==> src/rtl/ltse_pkg.sv <==
`default_nettype none

package ltse_pkg;

  // field widths
  localparam int unsigned ErrW   = 11;
  localparam int unsigned SensW  = 4;
  localparam int unsigned CountW = 3;
  localparam int unsigned TickW  = 8;
  localparam int unsigned PhaseW = 6;
  localparam int unsigned DirW   = 6;

  // action codes
  localparam logic ACT_SAMPLE  = 1'b0;
  localparam logic ACT_RESTART = 1'b1;

  // lost phase boundaries
  localparam logic [TickW-1:0] COAST_TICKS = 8'd10;
  localparam logic [TickW-1:0] SWEEP_SPLIT = 8'd20;
  localparam logic [TickW-1:0] SEARCH_END  = 8'd30;
  localparam logic [TickW-1:0] TICK_MAX    = 8'd255;
  localparam logic [TickW-1:0] TIMEOUT_RST = 8'd200;

  // swing period
  localparam logic [PhaseW-1:0] SWING_HALF = 6'd20;
  localparam logic [PhaseW-1:0] SWING_FULL = 6'd40;

  // error levels in tenths of a millimetre
  localparam logic signed [ErrW-1:0] OUTER_ERR = 11'sd300;
  localparam logic signed [ErrW-1:0] SWEEP_ERR = 11'sd200;
  localparam logic signed [ErrW-1:0] SWING_ERR = 11'sd400;

  // recorded drift directions in millimetres
  localparam logic signed [DirW-1:0] DIR_ONE   = 6'sd1;
  localparam logic signed [DirW-1:0] DIR_OUTER = 6'sd30;

  typedef logic signed [ErrW-1:0] err_t;
  typedef logic signed [DirW-1:0] dir_t;

  // tracking state carried from one sample to the next
  typedef struct packed {
    logic [TickW-1:0]  lost_ticks;
    logic [PhaseW-1:0] swing_phase;
    dir_t              last_direction;
    logic              never_on_line;
    err_t              held_error;
  } track_t;

  // one result transaction
  typedef struct packed {
    err_t              error_tenths;
    logic [SensW-1:0]  sensor_echo;
    logic [CountW-1:0] line_count;
    logic              on_line;
    logic              lost_flag;
  } result_t;

endpackage

`default_nettype wire

==> src/rtl/ltse_if.sv <==
`default_nettype none

// sample channel
interface ltse_in_if;
  import ltse_pkg::*;
  logic             valid;
  logic             ready;
  logic             action;
  logic [SensW-1:0] sensor_bits;

  modport source (output valid, output action, output sensor_bits, input ready);
  modport sink   (input valid, input action, input sensor_bits, output ready);
endinterface

// steering result channel
interface ltse_out_if;
  import ltse_pkg::*;
  logic              valid;
  logic              ready;
  err_t              error_tenths;
  logic [SensW-1:0]  sensor_echo;
  logic [CountW-1:0] line_count;
  logic              on_line;
  logic              lost_flag;

  modport source (output valid, output error_tenths, output sensor_echo,
                  output line_count, output on_line, output lost_flag, input ready);
  modport sink   (input valid, input error_tenths, input sensor_echo,
                  input line_count, input on_line, input lost_flag, output ready);
endinterface

`default_nettype wire

==> src/rtl/ltse_step.sv <==
`default_nettype none

module ltse_step (
  input  ltse_pkg::track_t         cur,
  input  logic                     action,
  input  logic [3:0]               sensor_bits,
  input  logic [7:0]               lost_timeout,
  output ltse_pkg::track_t         nxt,
  output ltse_pkg::result_t        res
);
  import ltse_pkg::*;

  logic              lo, lc, rc, ro;
  logic [CountW-1:0] count;
  logic [TickW-1:0]  n;
  logic [PhaseW-1:0] phase_inc;
  logic signed [11:0] search_prod;

  assign lo = sensor_bits[3];
  assign lc = sensor_bits[2];
  assign rc = sensor_bits[1];
  assign ro = sensor_bits[0];

  assign count = CountW'(lo) + CountW'(lc) + CountW'(rc) + CountW'(ro);

  // saturating lost count and next swing position
  assign n = (cur.lost_ticks == TICK_MAX) ? TICK_MAX : cur.lost_ticks + 8'd1;
  assign phase_inc = cur.swing_phase + 6'd1;

  // amplified search: direction times lost ticks (ticks below 31 here)
  assign search_prod = cur.last_direction * $signed({1'b0, n[4:0]});

  // tracking update
  always_comb begin
    nxt = cur;
    if (action == ACT_RESTART) begin
      nxt.lost_ticks     = '0;
      nxt.swing_phase    = '0;
      nxt.last_direction = '0;
      nxt.never_on_line  = 1'b1;
      nxt.held_error     = '0;
    end else if (lc || rc) begin
      nxt.held_error    = '0;
      nxt.lost_ticks    = '0;
      nxt.swing_phase   = '0;
      nxt.never_on_line = 1'b0;
      if (lc && !rc) begin
        nxt.last_direction = -DIR_ONE;
      end else if (rc && !lc) begin
        nxt.last_direction = DIR_ONE;
      end else begin
        nxt.last_direction = '0;
      end
    end else if (lo || ro) begin
      nxt.lost_ticks    = '0;
      nxt.swing_phase   = '0;
      nxt.never_on_line = 1'b0;
      if (lo && !ro) begin
        nxt.last_direction = -DIR_OUTER;
        nxt.held_error     = -OUTER_ERR;
      end else if (ro && !lo) begin
        nxt.last_direction = DIR_OUTER;
        nxt.held_error     = OUTER_ERR;
      end else begin
        nxt.last_direction = '0;
        nxt.held_error     = '0;
      end
    end else begin
      nxt.lost_ticks = n;
      if (n <= COAST_TICKS) begin
        nxt.held_error = '0;
      end else if (n <= SEARCH_END) begin
        if (cur.never_on_line || (cur.last_direction == '0)) begin
          nxt.held_error = (n <= SWEEP_SPLIT) ? -SWEEP_ERR : SWEEP_ERR;
        end else begin
          nxt.held_error = search_prod[ErrW-1:0];
        end
      end else if (n < lost_timeout) begin
        nxt.swing_phase = phase_inc;
        if (phase_inc < SWING_HALF) begin
          nxt.held_error = -SWING_ERR;
        end else if (phase_inc < SWING_FULL) begin
          nxt.held_error = SWING_ERR;
        end else begin
          nxt.swing_phase = '0;
        end
      end else begin
        nxt.held_error = '0;
      end
    end
  end

  // result fields, all zero for a restart
  always_comb begin
    if (action == ACT_RESTART) begin
      res = '0;
    end else begin
      res.error_tenths = nxt.held_error;
      res.sensor_echo  = sensor_bits;
      res.line_count   = count;
      res.on_line      = (count != '0);
      res.lost_flag    = (nxt.lost_ticks != '0);
    end
  end

endmodule

`default_nettype wire

==> src/rtl/line_track_steering_error_unit.sv <==
`default_nettype none

// Line tracker steering error. Each sample transaction (four sensor bits, or a
// restart action) yields exactly one result transaction carrying the steering
// error in tenths of a millimetre, the echoed sensor bits, the count of sensors
// on the line and the on-line and lost flags. The tracking state and the result
// are computed from the accepted sample and registered, so the result shows
// on the output in the cycle after acceptance and a new sample can be taken every
// cycle; throughput is one transaction per clock, held back only when the
// output register is full and not being drained. cfg_we writes lost_timeout
// (reset 200), the lost tick count at which the swinging search ends; write it
// only while no transaction is in flight.
module line_track_steering_error_unit (
  input  logic       clk,
  input  logic       rst_n,
  ltse_in_if.sink    in_ch,
  ltse_out_if.source out_ch,
  input  logic       cfg_we,
  input  logic [7:0] cfg_wdata
);
  import ltse_pkg::*;

  track_t  track_r, track_nxt;
  result_t res_r, res_nxt;
  logic    out_valid_r;
  logic [TickW-1:0] timeout_r;
  logic    in_acc;

  // accept while the output register is empty or emptying
  assign in_ch.ready = !out_valid_r || out_ch.ready;
  assign in_acc      = in_ch.valid && in_ch.ready;

  ltse_step u_step (
    .cur          (track_r),
    .action       (in_ch.action),
    .sensor_bits  (in_ch.sensor_bits),
    .lost_timeout (timeout_r),
    .nxt          (track_nxt),
    .res          (res_nxt)
  );

  // tracking state, timeout register and output valid
  always_ff @(posedge clk) begin
    if (!rst_n) begin
      track_r.lost_ticks     <= '0;
      track_r.swing_phase    <= '0;
      track_r.last_direction <= '0;
      track_r.never_on_line  <= 1'b1;
      track_r.held_error     <= '0;
      timeout_r              <= TIMEOUT_RST;
      out_valid_r            <= 1'b0;
    end else begin
      if (cfg_we) begin
        timeout_r <= cfg_wdata;
      end
      if (in_acc) begin
        track_r     <= track_nxt;
        out_valid_r <= 1'b1;
      end else if (out_ch.ready) begin
        out_valid_r <= 1'b0;
      end
    end
  end

  // result payload
  always_ff @(posedge clk) begin
    if (in_acc) begin
      res_r <= res_nxt;
    end
  end

  assign out_ch.valid        = out_valid_r;
  assign out_ch.error_tenths = res_r.error_tenths;
  assign out_ch.sensor_echo  = res_r.sensor_echo;
  assign out_ch.line_count   = res_r.line_count;
  assign out_ch.on_line      = res_r.on_line;
  assign out_ch.lost_flag    = res_r.lost_flag;

endmodule

`default_nettype wire

==> src/flat_wrapper.sv <==
// flat-port wrapper written by rule: the top's interface ports become plain ports
module line_track_steering_error_unit_flat import ltse_pkg::*;
  (clk, rst_n, cfg_we, cfg_wdata, in_ch_valid, in_ch_action, in_ch_sensor_bits, in_ch_ready, out_ch_valid, out_ch_error_tenths, out_ch_sensor_echo, out_ch_line_count, out_ch_on_line, out_ch_lost_flag, out_ch_ready);
  ltse_in_if in_ch_i ();
  ltse_out_if out_ch_i ();
  input  logic clk;
  input  logic rst_n;
  input  logic cfg_we;
  input  logic [7:0] cfg_wdata;
  input wire logic [$bits(in_ch_i.valid)-1:0] in_ch_valid;
  input wire logic [$bits(in_ch_i.action)-1:0] in_ch_action;
  input wire logic [$bits(in_ch_i.sensor_bits)-1:0] in_ch_sensor_bits;
  output wire logic [$bits(in_ch_i.ready)-1:0] in_ch_ready;
  output wire logic [$bits(out_ch_i.valid)-1:0] out_ch_valid;
  output wire logic [$bits(out_ch_i.error_tenths)-1:0] out_ch_error_tenths;
  output wire logic [$bits(out_ch_i.sensor_echo)-1:0] out_ch_sensor_echo;
  output wire logic [$bits(out_ch_i.line_count)-1:0] out_ch_line_count;
  output wire logic [$bits(out_ch_i.on_line)-1:0] out_ch_on_line;
  output wire logic [$bits(out_ch_i.lost_flag)-1:0] out_ch_lost_flag;
  input wire logic [$bits(out_ch_i.ready)-1:0] out_ch_ready;
  assign in_ch_i.valid = in_ch_valid;
  assign in_ch_i.action = in_ch_action;
  assign in_ch_i.sensor_bits = in_ch_sensor_bits;
  assign in_ch_ready = in_ch_i.ready;
  assign out_ch_valid = out_ch_i.valid;
  assign out_ch_error_tenths = out_ch_i.error_tenths;
  assign out_ch_sensor_echo = out_ch_i.sensor_echo;
  assign out_ch_line_count = out_ch_i.line_count;
  assign out_ch_on_line = out_ch_i.on_line;
  assign out_ch_lost_flag = out_ch_i.lost_flag;
  assign out_ch_i.ready = out_ch_ready;
  line_track_steering_error_unit u_core (.clk(clk), .rst_n(rst_n), .in_ch(in_ch_i), .out_ch(out_ch_i), .cfg_we(cfg_we), .cfg_wdata(cfg_wdata));
endmodule
==> config.mk <==
export PLATFORM = sky130hd
export DESIGN_NAME = line_track_steering_error_unit_flat
export DESIGN_NICKNAME = d
export VERILOG_FILES = /design/src/rtl/ltse_pkg.sv /design/src/rtl/ltse_if.sv /design/src/rtl/ltse_step.sv /design/src/rtl/line_track_steering_error_unit.sv /design/src/flat_wrapper.sv
export SDC_FILE = /design/constraint.sdc
export NUM_CORES = 1
export LEC_CHECK = 0
export BUFFER_PORTS_ARGS = -buffer_cell sky130_fd_sc_hd__buf_2
export CORE_UTILIZATION = 30
export CTS_BUF_LIST = sky130_fd_sc_hd__clkbuf_4 sky130_fd_sc_hd__clkbuf_8 sky130_fd_sc_hd__clkbuf_16
export DETAILED_ROUTE_END_ITERATION = 16
export SYNTH_ARGS = -nofsm -noshare
export SYNTH_HDL_FRONTEND = slang
export SYNTH_SLANG_ARGS = --single-unit
==> constraint.sdc <==
create_clock -name clk -period 4.46 [get_ports clk]
set_input_delay 0.223 -clock clk [delete_from_list [all_inputs] [get_ports clk]]
set_output_delay 0.223 -clock clk [all_outputs]
set_load 0.05 [all_outputs]
==> impl_results.md, run 1 <==
- Worst setup path class: flip-flop to flip-flop
- Worst path buffer plus inverter count: 3
- Number of fill cells: roughly 1,400
- Post-DP HPWL: roughly 8200 microns
- 1st-iter DRT viols: roughly 240
- Largest net degree at the start of global routing: 36
- Post-CTS setup buffers: 0
- Syn Inst Count: around 500
- Core Footprint: 0.01399 sq mm
- Total die area: 0.01495 sq mm
- Antenna violations before repair: 0
- Syn_nets: around 580
- Die Width: approximately 120 microns
- Drt first pass iters: 5
- Cell row count: 43
- Pleak: 0.002323 uW
- Relative slew slack: about two fifths
- CTS Buf Count: 9
- Clock Path Buffers: 2
- DIE HEIGHT: ~120 microns
- CTS tree: yes
- Synthesis-stage register bit count: 59
- # IOs: 40
- Yosys top cell by area: dfxtp_1
- Detailed-route wire length: about 11,000 microns
- Synth Flop Type: dfxtp_1
- Initial Util: between 30% and 40%
- Final worst slack: ~200 ps
- HP Class: primary input to flip-flop
- I/O Buffers: 39
- Synth-to-layout area growth: 22.08%
- Slowest stage delay, CP: between 500 and 600 ps
- Tcrit/Tclk final: between 90 and 100%
- Worst-path cell chain: buf_4 -> xnor2_2 -> o21ai_2 -> and2_2 -> fa_1 -> inv_1 -> fa_1 -> fa_1 -> inv_2 -> ha_4 -> nand3_2 -> o2111ai_2 -> a21o_1 -> a21oi_2 -> xnor2_1 -> o211ai_1 -> a31oi_1
- Placer Congestion: just under 0.9
- CP dominant cell by count: fa_1
- Synth top area share: between 10% and 20%
- Maximum vdd drop: 159.0 uV
- Largest cells by area after synthesis: dfxtp_1 18%, edfxtp_1 14%, ha_1 11%, fa_1 6.9%, inv_1 4.0%
- Design Area, Final: between 0.005 and 0.006 sq mm
- Hold Crit Depth: 3
- Drt via density: between 5 and 6
- WP data required: 4510 ps
- H-Tree Level Count: 3
- Final Hold Vio Count: 0
- Share of the yosys chip area belonging to registers: 31.82%
- Post-route clock skew: 9.045 ps
- Syn Std Cell Area: around 0.0043 sq mm
- Clock-pin slew on the worst setup and hold paths: approximately 50 ps
- GRT Util Overall: ~15%
- Vias in the first global route: 3,782
- Fraction of layout cells with a size suffix above 1: around 20%
- Syn_area_per_cell: approximately 8.6 sq um
- Skew-Pair Late Insertion Delay: ~340 ps
- Crit-path max FO: 6
- GR Overflow Total: 0
- Worst Path Arrival: between 4000 and 5000 ps
- Multi-input gate area: 0.002814 sq mm
- Final setup fails: 0
- Type of origin of the critical path: flip-flop
- CP max stage cell: fa_1
- CTS sink count: 59
- DR WL/cell: 14.67 microns
- Cell Pwr Density: between 200 and 300 mW/mm^2
- EDFF count, synth: 20
- Worst-Margin Slew: 868.3 ps
- Worst slack at placement: 37.67 ps
- DRC viols: 0
- WP depth: 17
- Area after DPL: around 0.0048 sq mm
- Slew Viols, Final: 0
- Clock Tree Root: clkbuf_16
- Ys async rst share: 0%
- Status: completed
- Ant diodes: 0
- Critical Path End Type: flip-flop
- Vias: between 3,000 and 4,000
- Layout Nets: 626
- Reg area: roughly 0.0014 sq mm
- Max Clock Freq: between 200 and 250 MHz
- Worst R2R Path Depth: 17
- Fin crit period: about 4300 ps
- YS warnings: 0
- Max-Cap Viols: 0
- Global-route wire length before repair: 17,840 microns
- Crit-path leading delay family: adder cells
- Commonest non-fill, non-tap cells in the layout: 45 x nand2_1, 45 x inv_1, 40 x nor2_1, 39 x buf_2, 36 x dfxtp_1
- Synth unique cells: 65
- Antenna Nets Post-Route: 0
==> registers in the layout, indices dropped and copies added, names as in the netlist <==
register,count
u_core.track_r,30
u_core.out_ch.error_tenths,11
u_core.timeout_r,8
u_core.out_ch.sensor_echo,4
u_core.out_ch.line_count,3
u_core.out_ch.lost_flag,1
u_core.out_ch.on_line,1
u_core.out_ch.valid,1
==> what timing repair did <==
| item | CTS | global route |
|---|---|---|
| hold buffers | 0 | 0 |
| endpoints found under the setup margin | 0 | 9 |
| gates resized for setup | 0 | 32 |
==> synth_stat cells, drive strengths merged, types with 8 or more instances <==
library cell,n
o211ai,9
nor2b,11
a21oi,33
nand2,46
inv,46
edfxtp,20
and3,8
o21ai,27
and2,17
fa,15
xnor2,8
nand2b,8
clkbuf,17
ha,39
dfxtp,39
nor2,41
nand3,20
==> per-stage QoR <==
| stage | std cells | util (%) | hold slack [ps] | setup TNS [ps] | power [uW] |
|---|---|---|---|---|---|
| 2_1_floorplan | 504 | - | 352.5 | 0 | 759.5 |
| 3_3_place_gp | 723 | 34.50 | 445.3 | 0 | 821.3 |
| 3_5_place_dp | 723 | 34.50 | 454.7 | 0 | 825.8 |
| 4_1_cts | 739 | 36.74 | 96.32 | 0 | 1574 |
| 5_1_grt | 739 | 37.88 | 119.8 | -21.70 | 1634 |
| 6_report | 739 | 37.88 | 109.7 | 0 | 1564 |
==> worst reg2reg max path: cells and delay by family (launching register included) <==
kind,cells,cell delay (ps)
adders and majority gates,4,1790
AOI/OAI and AO/OA,6,870
DFF,1,430
and+or+nand+nor,2,330
buffers and inverters,3,290
xor gates and xnor gates,2,260
==> power by group <==
part | total, uW | internal [uW] | switching [uW]
sequential | 594 | 581 | 12.7
clock | 739 | 490 | 249
combinational | 232 | 78.0 | 154
total | 1560 | 1150 | 415
==> cell families after synthesis <==
group / after synthesis / synth area share, %
fa+ha+maj: 54 / 18.16
mux: 5 / 1.153
compound gates: 120 / 18.39
flops: 59 / 31.82
xor+xnor: 14 / 2.825
buf+inv: 71 / 6.630
simple gates: 181 / 21.02
==> worst paths after layout <==
path	start	end	slack, ps
max	u_core.track_r[26]	u_core.out_ch.error_tenths[10]	200
min	cfg_wdata[6]	u_core.timeout_r[6]	110
max reg2reg	u_core.track_r[26]	u_core.out_ch.error_tenths[10]	200
min reg2reg	u_core.track_r[3]	u_core.track_r[3]	460
==> layer usage <==
layer / vias up / GRT usage (%) / wire (microns)
met3: 23 / 3.346 / 456
met2: 99 / 27.18 / 5363
met5: - / 0 / 0
met1: 1789 / 17.64 / 4736
met4: 0 / 7.393 / 285
li1: 1888 / - / -
==> cell type report <==
| type | instances | share of cell area (%) |
|---|---|---|
| Clock buffer | 10 | 4.392 |
| Clock inverter | 6 | 1.511 |
| Timing Repair Buffer | 62 | 7.155 |
| Tap cell | 180 | 4.250 |
| Sequential cell | 59 | 26.19 |
| Multi-Input combinational cell | 374 | 53.11 |
| Inverter | 48 | 3.400 |
No activity file was read; power rests on OpenSTA's default activity.
==> run 2, diff against run 1 <==
Settings changed: SYNTH_HIERARCHICAL set to 1.
==> impl_results.md, run 2 <==
- Clock-pin slew on the worst setup and hold paths: roughly 60 ps
- Syn Inst Count: 575
- Clock Tree Root: clkbuf_16
- Failing checks: setup timing
- H-Tree Level Count: 3
- Cell row count: 47
- Critical Path End Type: flip-flop
- Initial Util: between 30 and 40%
- Setup crit end: u_core/track_r[10]
- Vias: between 4,000 and 5,000
- Antenna violations before repair: 0
- Max-Cap Viols: 0
- Synthesis-stage register bit count: 61
- Reg with most FFs: u_core/track_r
- Largest cells by area after synthesis: dfxtp_1 16%, edfxtp_1 12%, mux2i_1 8.7%, ha_1 8.4%, fa_1 7.5%
- Worst-Margin Slew: around 1200 ps
- Synth unique cells: 68
- # placed instances: 823
- Drt first pass iters: 4
- Layout Nets: 689
- Hold-fix buffers, CTS: 0
- WP data required: approximately 4700 ps
- I/O Buffers: 39
- Largest net degree at the start of global routing: between 70 and 80
- Overall Power: approximately 1500 uW
- HP Class: primary input to flip-flop
- Number of fill cells: 1,659
- Total die area: 0.01740 sq mm
- Reg-to-reg critical path endpoint: u_core/track_r[10]
- Fraction of layout cells with a size suffix above 1: between 20 and 25%
- DIE HEIGHT: roughly 130 microns
- Finished Layout Cells: between 800 and 900
- Clock Path Buffers: 2
- Cell Pwr Density: ~260 mW/mm^2
- CTS sink count: 61
- Launching point of the worst reg2reg path: u_core/track_r[25]
- Global-route wire length before repair: roughly 20,000 microns
- Synth Flop Type: dfxtp_1
- Vias in the first global route: approximately 3,800
- Post-route clock skew: approximately 7 ps
- R2r setup slk: -40 ps
- Crit path launch: u_core/track_r[25]
- Commonest non-fill, non-tap cell in the layout: nand2_1
- GRT Util Overall: between 10% and 20%
- Ant diodes: 0
- Drt via density: ~4.9
- Skew-Pair Late Insertion Delay: between 300 and 400 ps
- RSZ-0062 raised after global routing: yes
- Placer Congestion: about 0.84
- GR Overflow Total: 0
- Die Width: about 130 microns
- DRC viols: 0
- # IOs: 40
- Core Footprint: 0.01652 sq mm
- Fin crit period: between 4000 and 5000 ps
- Synth top area share: about 16%
- Ys async rst share: 0%
- YS warnings: 6
- Syn_area_per_cell: 8.804 sq um
- Type of origin of the critical path: flip-flop
- Antenna Nets Post-Route: 0
- Hold Crit Depth: 3
- Tcrit/Tclk final: 100.9%
- Syn Std Cell Area: 0.005062 sq mm
- Max Clock Freq: around 220 MHz
- Synth-to-layout area growth: 18.46%
- Crit-path max FO: 6
- DR WL/cell: 13.86 microns
- Top-count cell post-synth: nand2_1
- Share of the yosys chip area belonging to registers: 28.08%
- Pleak: 0.002550 uW
- Final setup fails: 1
- Post-DP HPWL: 8522 microns
- Maximum vdd drop: ~190 uV
- Syn_nets: 646
- Slew Viols, Final: 0
- Final Hold Vio Count: 0
- Worst R2R Path Depth: 20
- Relative slew slack: approximately a fifth
- Worst slack at placement: -80.22 ps
- Largest register FFs: 32
- Status: complete, but fails checks
- Core Util, Final: a little over a third
- Detailed-route wire length: 11,680 microns
- CTS tree: yes
- Yosys top cell by area: dfxtp_1
- Commonest non-fill, non-tap cells in the layout: 83 x nand2_1, 45 x inv_1, 44 x mux2i_1, 39 x buf_2, 39 x dfxtp_1
- Worst setup path class: flip-flop to flip-flop
- EDFF count, synth: 20
- Worst Path Arrival: 4760 ps
- 1st-iter DRT viols: 426
- Final worst slack: -41.46 ps
- CTS Buf Count: 9
- Synth cell count leaders: 85 x nand2_1, 48 x inv_1, 44 x mux2i_1
==> run 2: where the power goes <==
part / switching [uW] / internal (uW) / total [uW]
clock: 271 / 493 / 763
sequential: 12.3 / 596 / 608
combinational: 118 / 57.0 / 175
total: 401 / 1150 / 1550
==> run 2: worst min-delay path by stage <==
stage | startpoint | end
final | cfg_wdata[6] | u_core/timeout_r[6]
after global placement | cfg_wdata[3] | u_core/timeout_r[3]
after detailed placement | cfg_wdata[3] | u_core/timeout_r[3]
after global routing | cfg_wdata[6] | u_core/timeout_r[6]
after CTS | cfg_wdata[6] | u_core/timeout_r[6]
after floorplan | cfg_wdata[3] | u_core/timeout_r[3]
==> run 2: per-layer routing <==
metal | part of all wire [%] | global-route usage (%) | up-vias
li1 | - | - | 2056
met5 | 0 | 0 | -
met3 | 4.1 | 2.268 | 9
met2 | 47 | 22.75 | 80
met4 | 0.92 | 3.618 | 0
met1 | 47 | 18.58 | 1944
==> run 2: timing repair <==
action | CTS | global route
setup buffers | 3 | 2
gates resized for setup | 8 | 17
pin swaps | 14 | 16
endpoints found under the setup margin | 2 | 9
==> run 2: final cells by class <==
cell class | instances | area, sq um | area share [%]
flip-flops and latches | 61 | 1424 | 23.74
repair buffers | 73 | 454.2 | 7.574
inverters | 48 | 180.2 | 3.004
clock inverters | 7 | 98.84 | 1.648
well taps | 220 | 275.3 | 4.590
multi-input cells | 425 | 3339 | 55.69
clock buffers | 9 | 225.2 | 3.755
==> run 2: stage by stage <==
step | cell area, sq um | hold WS (ps) | TNS (ps)
4_1_cts | 5921 | 99.95 | -24.67
2_1_floorplan | 5137 | 351.4 | -80.03
3_3_place_gp | 5542 | 442.2 | 0
6_report | 5997 | 106.7 | -41.46
5_1_grt | 5997 | 136.9 | -922.3
3_5_place_dp | 5542 | 445.2 | -80.22
==> run 2: critical path, cell delays in order, from the launching register on <==
cell and delay (ps):
dfxtp_2 330, ha_4 160, and2_4 190, and3_4 200, nor2_4 180, nor2b_2 70, fa_1 480, inv_1 50
fa_1 450, fa_1 510, inv_2 40, ha_4 180, a211oi_4 200, nor2_2 70, or4_1 400, a31oi_1 210
xnor2_1 160, o211ai_1 130, a21oi_2 180, nand2_1 70, mux2i_1 150
==> run 2: logic make-up after synthesis <==
family	Yosys count	synth area share (%)
XOR/XNOR	11	1.903
buffers and inverters	89	9.293
AO/OA/AOI/OAI	105	14.34
flip-flops	61	28.08
AND/OR/NAND/NOR	211	21.55
multiplexers	45	8.922
adder cells (fa/ha/maj)	53	15.92
==> run 3, diff against run 2 <==
Settings changed: SKIP_CTS_REPAIR_TIMING set to 1.
==> impl_results.md, run 3 (synthesis gave the netlist of run 2 again) <==
- CTS Buf Count: 9
- Antenna Nets Post-Route: 0
- Drt first pass iters: 5
- DIE HEIGHT: 131.9 microns
- Slew Viols, Final: 0
- Global-route wire length before repair: 19,400 microns
- Finished Layout Cells: ~850
- Design Area, Final: ~0.006 sq mm
- Max Clock Freq: around 220 MHz
- Vias: just over 4,000
- RSZ-0062 raised after global routing: yes
- Largest register FFs: 32
- Max-Cap Viols: 0
- Crit-path max FO: 6
- Worst slack at placement: -80.22 ps
- Core Util, Final: 36.94%
- Drt via density: just under 5
- DR WL/cell: approximately 14 microns
- Die Width: approximately 130 microns
- Layout Nets: slightly below 700
- CTS sink count: between 60 and 70
- CP max stage cell: fa_1
- Post-DP HPWL: 8522 microns
- Clock-pin slew on the worst setup and hold paths: roughly 60 ps
- Fraction of layout cells with a size suffix above 1: between 20% and 30%
- Maximum vdd drop: roughly 190 uV
- Worst-Margin Slew: 1198 ps
- Type of origin of the critical path: flip-flop
- # IOs: 40
- Pleak: ~0.0026 uW
- Core Footprint: roughly 0.017 sq mm
- 1st-iter DRT viols: ~450
- Area after DPL: roughly 0.0055 sq mm
- Relative slew slack: between 20% and 30%
- Slowest stage delay, CP: between 500 and 600 ps
- Number of fill cells: around 1,700
- WP data required: 4720 ps
- GRT Util Overall: between 10% and 20%
- Placer Congestion: between 0.8 and 0.9
- Detailed-route wire length: approximately 12,000 microns
- Largest net degree at the start of global routing: between 70 and 80
- DRC viols: 0
- Vias in the first global route: 3,804
- Cell Pwr Density: roughly 250 mW/mm^2
- Final setup fails: 1
- Launching point of the worst reg2reg path: u_core/track_r[24]
- Worst Path Arrival: roughly 4800 ps
- Status: complete, but fails checks
- Clock Path Buffers: 2
- Crit path launch: u_core/track_r[24]
- Synth-to-layout area growth: 20.56%
- Final worst slack: -61.98 ps
- Failing checks: setup timing
- Clock Tree Root: clkbuf_16
- Worst-path cell chain: ha_4 -> and2_4 -> and3_4 -> nor2_4 -> nor2b_4 -> fa_1 -> fa_1 -> inv_1 -> fa_1 -> inv_2 -> ha_4 -> o21ai_2 -> nor2_2 -> or4_1 -> a31oi_1 -> xnor2_1 -> o211ai_1 -> a21oi_2 -> nand2_1 -> mux2i_1
- Skew-Pair Late Insertion Delay: about 330 ps
- I/O Buffers: 39
- CP dominant cell by count: fa_1
- Ant diodes: 0
- Final Hold Vio Count: 0
- Worst setup path class: flip-flop to flip-flop
- Fin crit period: 4522 ps
- Commonest non-fill, non-tap cells in the layout: 83 x nand2_1, 44 x mux2i_1, 44 x inv_1, 39 x buf_2
- Cell row count: 47
- Commonest non-fill, non-tap cell in the layout: nand2_1
- GR Overflow Total: 0
- HP Class: primary input to flip-flop
- HP Start: cfg_wdata[6]
- Total die area: roughly 0.017 sq mm
- Post-route clock skew: a little under 7 ps
- CTS tree: yes
- Antenna violations before repair: 0
- # placed instances: 823
- Reg with most FFs: u_core/track_r
- Critical Path End Type: flip-flop
- H-Tree Level Count: 3
- Initial Util: a little under a third
- Tcrit/Tclk final: 101.4%
run 3: critical path, delay by kind of cell (launching register included):
family | cells | cell delay, ps
muxes | 1 | 150
xor gates and xnor gates | 1 | 180
buffers and inverters | 2 | 110
AOI/OAI and AO/OA | 4 | 600
and+or+nand+nor | 7 | 1140
adders and majority gates | 5 | 1900
DFF | 1 | 360
run 3: path summary, 6_finish.rpt:
kind                                            end  slack [ps]  cells after the start
worst max-delay path             u_core/track_r[10]         -60                     20
worst min-delay path            u_core/timeout_r[6]         110                      3
worst max register to register   u_core/track_r[10]         -60                     20
worst min register to register    u_core/track_r[4]         460                      2
run 3: area by class of cell:
type	count	area [sq um]	area share, %
inverters	48	180.2	2.952
clock inverters	7	98.84	1.620
well taps	220	275.3	4.510
clock buffers	9	225.2	3.690
repair buffers	78	495.5	8.118
flip-flops and latches	61	1428	23.39
multi-input cells	425	3401	55.72
run 3: where the power goes:
| part | leakage [uW] | total, uW | switching (uW) | internal (uW) |
|---|---|---|---|---|
| clock | 0.000161 | 762 | 269 | 493 |
| sequential | 0.000535 | 608 | 12.4 | 595 |
| combinational | 0.00190 | 178 | 119 | 58.7 |
run 3: stage by stage:
| stage | hold WS (ps) | total power, uW | TNS, ps |
|---|---|---|---|
| finish | 107.3 | 1548 | -61.98 |
| global route | 136.9 | 1605 | -817.0 |
| CTS | 99.95 | 1563 | -94.23 |
| detailed placement | 445.2 | 794.1 | -80.22 |
| global placement | 442.2 | 794.5 | 0 |
| floorplan | 351.4 | 760.3 | -80.03 |
run 3: layer usage:
metal	vias to the layer above	global-route usage, %	wire length, microns
met5	-	0	0
met4	0	3.618	109
met3	9	2.268	538
met2	93	22.43	5693
met1	1961	18.53	5584
li1	2064	-	-
